`config.mk`:
```
export PLATFORM = sky130hd
export DESIGN_NAME = lhbp_ctrl
export DESIGN_NICKNAME = d
export VERILOG_FILES = /design/src/design/lhbp_pkg.sv /design/src/design/lhbp_ctrl.sv
export SDC_FILE = /design/constraint.sdc
export NUM_CORES = 1
export LEC_CHECK = 0
export ABC_AREA = 0
export ABC_CLOCK_PERIOD_IN_PS = 950
export BUFFER_PORTS_ARGS = -buffer_cell sky130_fd_sc_hd__clkbuf_2
export CAP_MARGIN = 10
export CORE_AREA = 2 2 39 41
export DETAILED_ROUTE_END_ITERATION = 12
export DIE_AREA = 0 0 41 43
export MAX_ROUTING_LAYER = met4
export PLACE_DENSITY_LB_ADDON = 0.2
export SLEW_MARGIN = 25
export SYNTH_ARGS = -nofsm -noshare
export SYNTH_HDL_FRONTEND = slang
export SYNTH_SLANG_ARGS = --single-unit
```
`constraint.sdc`:
```
create_clock -name clk -period 0.95 [get_ports clk]
set_input_delay 0.0475 -clock clk [delete_from_list [all_inputs] [get_ports clk]]
set_output_delay 0.0475 -clock clk [all_outputs]
set_load 0.01 [all_outputs]
```
`src/design/lhbp_pkg.sv`:
```
`timescale 1ns / 1ps
// ----------------------------------------------------------------------------
// lhbp_pkg
// Types and constants shared by the local history branch predictor modules.
// ----------------------------------------------------------------------------
package lhbp_pkg;

  localparam int ENTRIES      = 256;
  localparam int INDEX_W      = $clog2(ENTRIES);
  localparam int ADDR_W       = 32;
  localparam int TAG_W        = ADDR_W - INDEX_W;
  localparam int HISTORY_BITS = 4;
  localparam int NUM_CTRS     = 16;
  localparam int TARGET_W     = 32;

  localparam logic CMD_COND     = 1'b0;
  localparam logic CMD_INDIRECT = 1'b1;

  localparam logic [1:0] CTR_MAX = 2'd3;
  localparam logic [1:0] CTR_MIN = 2'd0;

  typedef struct packed {
    logic                cmd;
    logic [ADDR_W-1:0]   branch_addr;
    logic                taken;
    logic [TARGET_W-1:0] actual_target;
  } in_item_t;

  typedef struct packed {
    logic                entry_hit;
    logic                predicted_taken;
    logic [TARGET_W-1:0] predicted_target;
    logic                mispredict;
  } out_item_t;

  typedef struct packed {
    logic [TAG_W-1:0]              tag;
    logic [HISTORY_BITS-1:0]       history;
    logic [NUM_CTRS-1:0][1:0]      counters;
    logic [TARGET_W-1:0]           target;
  } entry_t;

  // controller -> datapath
  typedef struct packed {
    logic in_load;   // capture the input transaction
    logic rd_en;     // read table entry and valid bit
    logic update;    // write back entry and load the result register
  } lhbp_cmd_t;

  // datapath -> controller
  typedef struct packed {
    logic out_valid;
  } lhbp_status_t;

endpackage

```
`src/design/lhbp_ctrl.sv`:
```
`timescale 1ns / 1ps
// ----------------------------------------------------------------------------
// lhbp_ctrl
// Sequencer: accept, table read, update/write-back.
// ----------------------------------------------------------------------------
module lhbp_ctrl (
  input  logic                  clk,
  input  logic                  rst,
  input  logic                  in_valid,
  output logic                  in_ready,
  input  logic                  out_ready,
  input  lhbp_pkg::lhbp_status_t status,
  output lhbp_pkg::lhbp_cmd_t    cmd
);

  localparam logic [1:0] ST_IDLE   = 2'd0;
  localparam logic [1:0] ST_LOOKUP = 2'd1;
  localparam logic [1:0] ST_UPDATE = 2'd2;

  logic [1:0] state;
  logic [1:0] state_next;
  logic       slot_free;

  assign in_ready  = (state == ST_IDLE);
  // result register is free, or is being drained this cycle
  assign slot_free = !status.out_valid || out_ready;

  always_comb begin
    state_next  = state;
    cmd.in_load = 1'b0;
    cmd.rd_en   = 1'b0;
    cmd.update  = 1'b0;
    unique case (state)
      ST_IDLE: begin
        if (in_valid) begin
          cmd.in_load = 1'b1;
          state_next  = ST_LOOKUP;
        end
      end
      ST_LOOKUP: begin
        cmd.rd_en  = 1'b1;
        state_next = ST_UPDATE;
      end
      ST_UPDATE: begin
        if (slot_free) begin
          cmd.update = 1'b1;
          state_next = ST_IDLE;
        end
      end
      default: begin
        state_next = ST_IDLE;
      end
    endcase
  end

  always_ff @(posedge clk) begin
    if (rst) begin
      state <= ST_IDLE;
    end else begin
      state <= state_next;
    end
  end

endmodule

```
Yosys cells after proc, flatten, opt, wreduce, memory -nomap -nowiden. Cells that the tools add are included.

Equality and inequality tests: 4. Muxes and demuxes: 8. Reduce and logical (&&, ||, !) cells: 4.

Operators with widths (count): $pmux W2 S3 (1); $mux W1 (5); $mux W2 (2); $ne A2 B2 Y1 const B (2); $eq A2 B1 Y1 const B (1); $eq A2 B2 Y1 const B (1); $logic_not A2 Y1 (1); $reduce_and A2 Y1 (1); $logic_not A1 Y1 (1); $logic_or A1 B1 Y1 (1).

Flip-flop bits (word level): 2. Bits of input ports: 5. Word-level logic and storage cells: 17.

Depth between registers and ports, before layout.
Depth in word-level cells: 4. Mapped depth: 2.

Least setup slack after synthesis. No wires, ideal clock.

Path kind: register to register. From: register state[1]. To: register state[1]. Library setup time: 0.115 ns. Arrival time: 0.755 ns. Required time: 0.835 ns. Setup slack: 0.080 ns. Cell stages (with the launch flop): 3. Path buffers: 0. Period minus slack after synthesis: 0.870 ns. Cells stage by stage: dfxtp_1 and2b_1 o21ba_1.

Longest elaborated chain between the ends: 3. Elaborated cells on any way between the ends: 7. Those cells by class: eq/ne: 4; mux: 1; reduce/logical: 2.

Ends and longest elaborated chain: from (decl) (RTL line lhbp_ctrl.sv:20) `logic [1:0] state;`; from (signal assigned) (RTL line lhbp_ctrl.sv:60) `state <= state_next;`; $eq A2 B2 Y1 / $logic_not A2 Y1 (equally long branches) (RTL line lhbp_ctrl.sv:33) `unique case (state)`; $ne A2 B2 Y1 (no source line); $reduce_and A2 Y1 (no source line).

Parallel ways exist; a longest one is shown, timed or not. A chain may end at the register's enable or synchronous reset.

==> impl_metrics.csv <==
group,metric,value,unit
synthesis,mappedNetlistArea,106,µm²
timing,rsz0062_at_grt,"yes",
routing,remaining_drc_errors,0,
outcome,status,"complete, but fails checks",
synthesis,synth_cells,10,
die,floorplan.die_area,0.00176,mm²
critical_path,crit_required,0.90,ns
timing,period_share,104,%
placed_design,gpl.final_weighted_congestion,0.546,
routing,drt_pass1_iterations,2,
global_routing,maximum_number_of_pins_on_one_net_before_global_route_repair,6,
timing,max_slew.worst_pin.slew,0.172,ns
synthesis,synth_area_leader_cell,"sky130_fd_sc_hd__dfxtp_1",
power,worst_ir_drop_on_vdd,0.237,mV
global_routing,global_route_wire_length_before_repair,531,µm
synthesis,synth.yosys.warnings,0,
synthesis,synth.top_cells.by_count,"2 x sky130_fd_sc_hd__dfxtp_1, 2 x sky130_fd_sc_hd__nor2b_1",
die,std_cell_rows,14,
cts,ctsHtreeMaxLevel,1,
routing,post_drt_via_cell_ratio,3.10,
placed_design,placed_area,166,µm²
cts,cts_max_path_buffers,2,
synthesis,post-synth-top-area-fraction,37.6,%
synthesis,synth_ff_type,"sky130_fd_sc_hd__dfxtp_1",
routing,via_count,121,
cts,worstSkewPairLatency,0.22,ns
cells_and_area,reg_top3,"state x2",
synthesis,yosysUniqueCellTypes,8,
timing,finalWorstPathRequiredPeriod,0.987,ns
die,die_x,41,µm
job,max-cap-violations,0,
timing,timing.hold.ws,0.211,ns
cts,cts_tree,"yes",
synthesis,asyncSetResetFlopFracSynth,0,%
synthesis,synth-seq-area-share,37.6,%
critical_path,cp_max_fo,5,
worst_hold_path,min-delay-path-class,"in2reg",
timing,clock.fmax,1.01,GHz
die,start_util,7.69,%
global_routing,initial_antenna_violation_count,0,
cts,clockRootBuffer,"sky130_fd_sc_hd__clkbuf_4",
routing,drt-total-wl,355,µm
cts,clkSinkCount,2,
cells_and_area,largest-register,"state",
critical_path,timing.critical_path.arrival,0.94,ns
timing,final-setup-viol-count,4,
global_routing,grt.overflow.total,0,
cells_and_area,layout-area-overhead-vs-synth,109,%
synthesis,syn_avg_cell_area,10.6,µm²
critical_path,critPathCaptureType,"output port",
critical_path,crit_type,"reg2out",
die,io-pin-count,9,
synthesis,number_of_register_bits_inferred_by_synthesis,2,
outcome,violated_checks,"negative setup slack",
timing,finClkSkew,0.00178,ns
routing,antenna_left,0,
timing,headroom_to_the_max_slew_limit,88.5,%
synthesis,mappedNetlistNets,15,
cells_and_area,n_antenna_cell,0,
routing,detail_route.wl_per_cell,9.10,µm
timing,finalWorstSetupSlack,-0.0372,ns
critical_path,critical_path.startpoint_type,"flip-flop",
placed_design,detailed_place_hpwl,225,µm
die,placeableCoreArea,0.00138,mm²
global_routing,global_route.usage.total,5.74,%
synthesis,ys_top_cells_by_area,"sky130_fd_sc_hd__dfxtp_1 38%, sky130_fd_sc_hd__and4bb_1 12%, sky130_fd_sc_hd__nor2b_1 12%",
cts,clkTransAtPathRegs,0.03,ns
cts,tritoncts.num_buffers,3,
placed_design,place.port_buffers,8,
timing,hold_viol_final,0,
power,power-per-cell-area,1540,mW/mm²
power,leakage,0.114,nW
synthesis,number_of_flops_mapped_to_enable_cells_by_yosys,0,
timing,slew_violations,0,
cells_and_area,final_cell_area,223,µm²
cells_and_area,layout.nets,30,
global_routing,via_count_of_the_first_global_routing_pass,123,
cells_and_area,drive_gt1_share,69.6,%
routing,detail_route.iter0.violations,2,
cells_and_area,number_of_flip_flops_in_the_largest_register,2,
die,die_y,43,µm
## cells by family (layout without fill, tap and decap cells)
logic type / count (synthesis) / after routing / synth area share [%]
AND/OR/NAND/NOR: 7 / 7 / 52.9
buffers and inverters: 0 / 13 / 0
AO/OA/AOI/OAI: 1 / 1 / 9.41
flip-flops: 2 / 2 / 37.6
## power by group
| group | switching (mW) | internal, mW |
|---|---|---|
| Combinational | 0.0224 | 0.0348 |
| Sequential | 0.00790 | 0.0892 |
| Clock | 0.0488 | 0.139 |
| Total | 0.0792 | 0.263 |
## worst max-delay path: stages (launching register included)
cell                      delay, ns
sky130_fd_sc_hd__dfxtp_2       0.34
sky130_fd_sc_hd__nor3b_4       0.22
sky130_fd_sc_hd__buf_2         0.16
## stage by stage
step	power [mW]	TNS (ns)	cells	setup WS, ns	utilization [%]
global placement	0.141	0	34	0.103	12.0
floorplan	0.119	0	10	0.0800	-
CTS	0.357	-0.0787	39	-0.0629	15.5
detailed placement	0.142	0	34	0.0836	12.0
global route	0.375	-0.276	39	-0.0846	16.1
finish	0.343	-0.0707	39	-0.0372	16.1
## metal layers
layer	part of all wire, %	track usage (%)
met5	0	-
met4	0	8.00
met3	17	6.28
met2	40	4.38
met1	43	5.73
## final timing paths
check	to	depth (start not counted)	start	slack, ns
setup / recovery	cmd[2]	2	state[1]$_SDFFE_PP0P_	-0.04
hold / removal	state[0]$_SDFFE_PP0P_	3	in_valid	0.21
setup reg to reg	state[1]$_SDFFE_PP0P_	3	state[0]$_SDFFE_PP0P_	0.03
hold reg to reg	state[0]$_SDFFE_PP0P_	2	state[0]$_SDFFE_PP0P_	0.57
## cell type report
cell class,instances,area [µm²]
sequential,2,45.0
tap,16,20.0
clock buffer,3,22.5
timing repair buffer,10,57.6
fill,164,1160
multi-input combinational,8,77.6
## placed cells by master, fill, tap and decap left out
cell / instances
sky130_fd_sc_hd__clkbuf_2: 6
sky130_fd_sc_hd__clkbuf_4: 3
sky130_fd_sc_hd__nor2b_1: 2
sky130_fd_sc_hd__buf_2: 2
sky130_fd_sc_hd__and2b_1: 1
sky130_fd_sc_hd__nor2_1: 1
sky130_fd_sc_hd__nor3b_2: 1
sky130_fd_sc_hd__nor3b_4: 1
sky130_fd_sc_hd__and4bb_1: 1
sky130_fd_sc_hd__o21ba_1: 1
sky130_fd_sc_hd__dlygate4sd3_1: 1
sky130_fd_sc_hd__buf_4: 1
sky130_fd_sc_hd__dfxtp_4: 1
sky130_fd_sc_hd__dfxtp_2: 1
## repair_timing
action	in CTS	in global routing
pin swaps	1	1
setup buffers	1	0
hold buffers	1	0
resized for setup	3	4
setup endpoints to repair	3	5
endpoints found under the hold margin	1	0
Power figures use the tool's default switching activity.
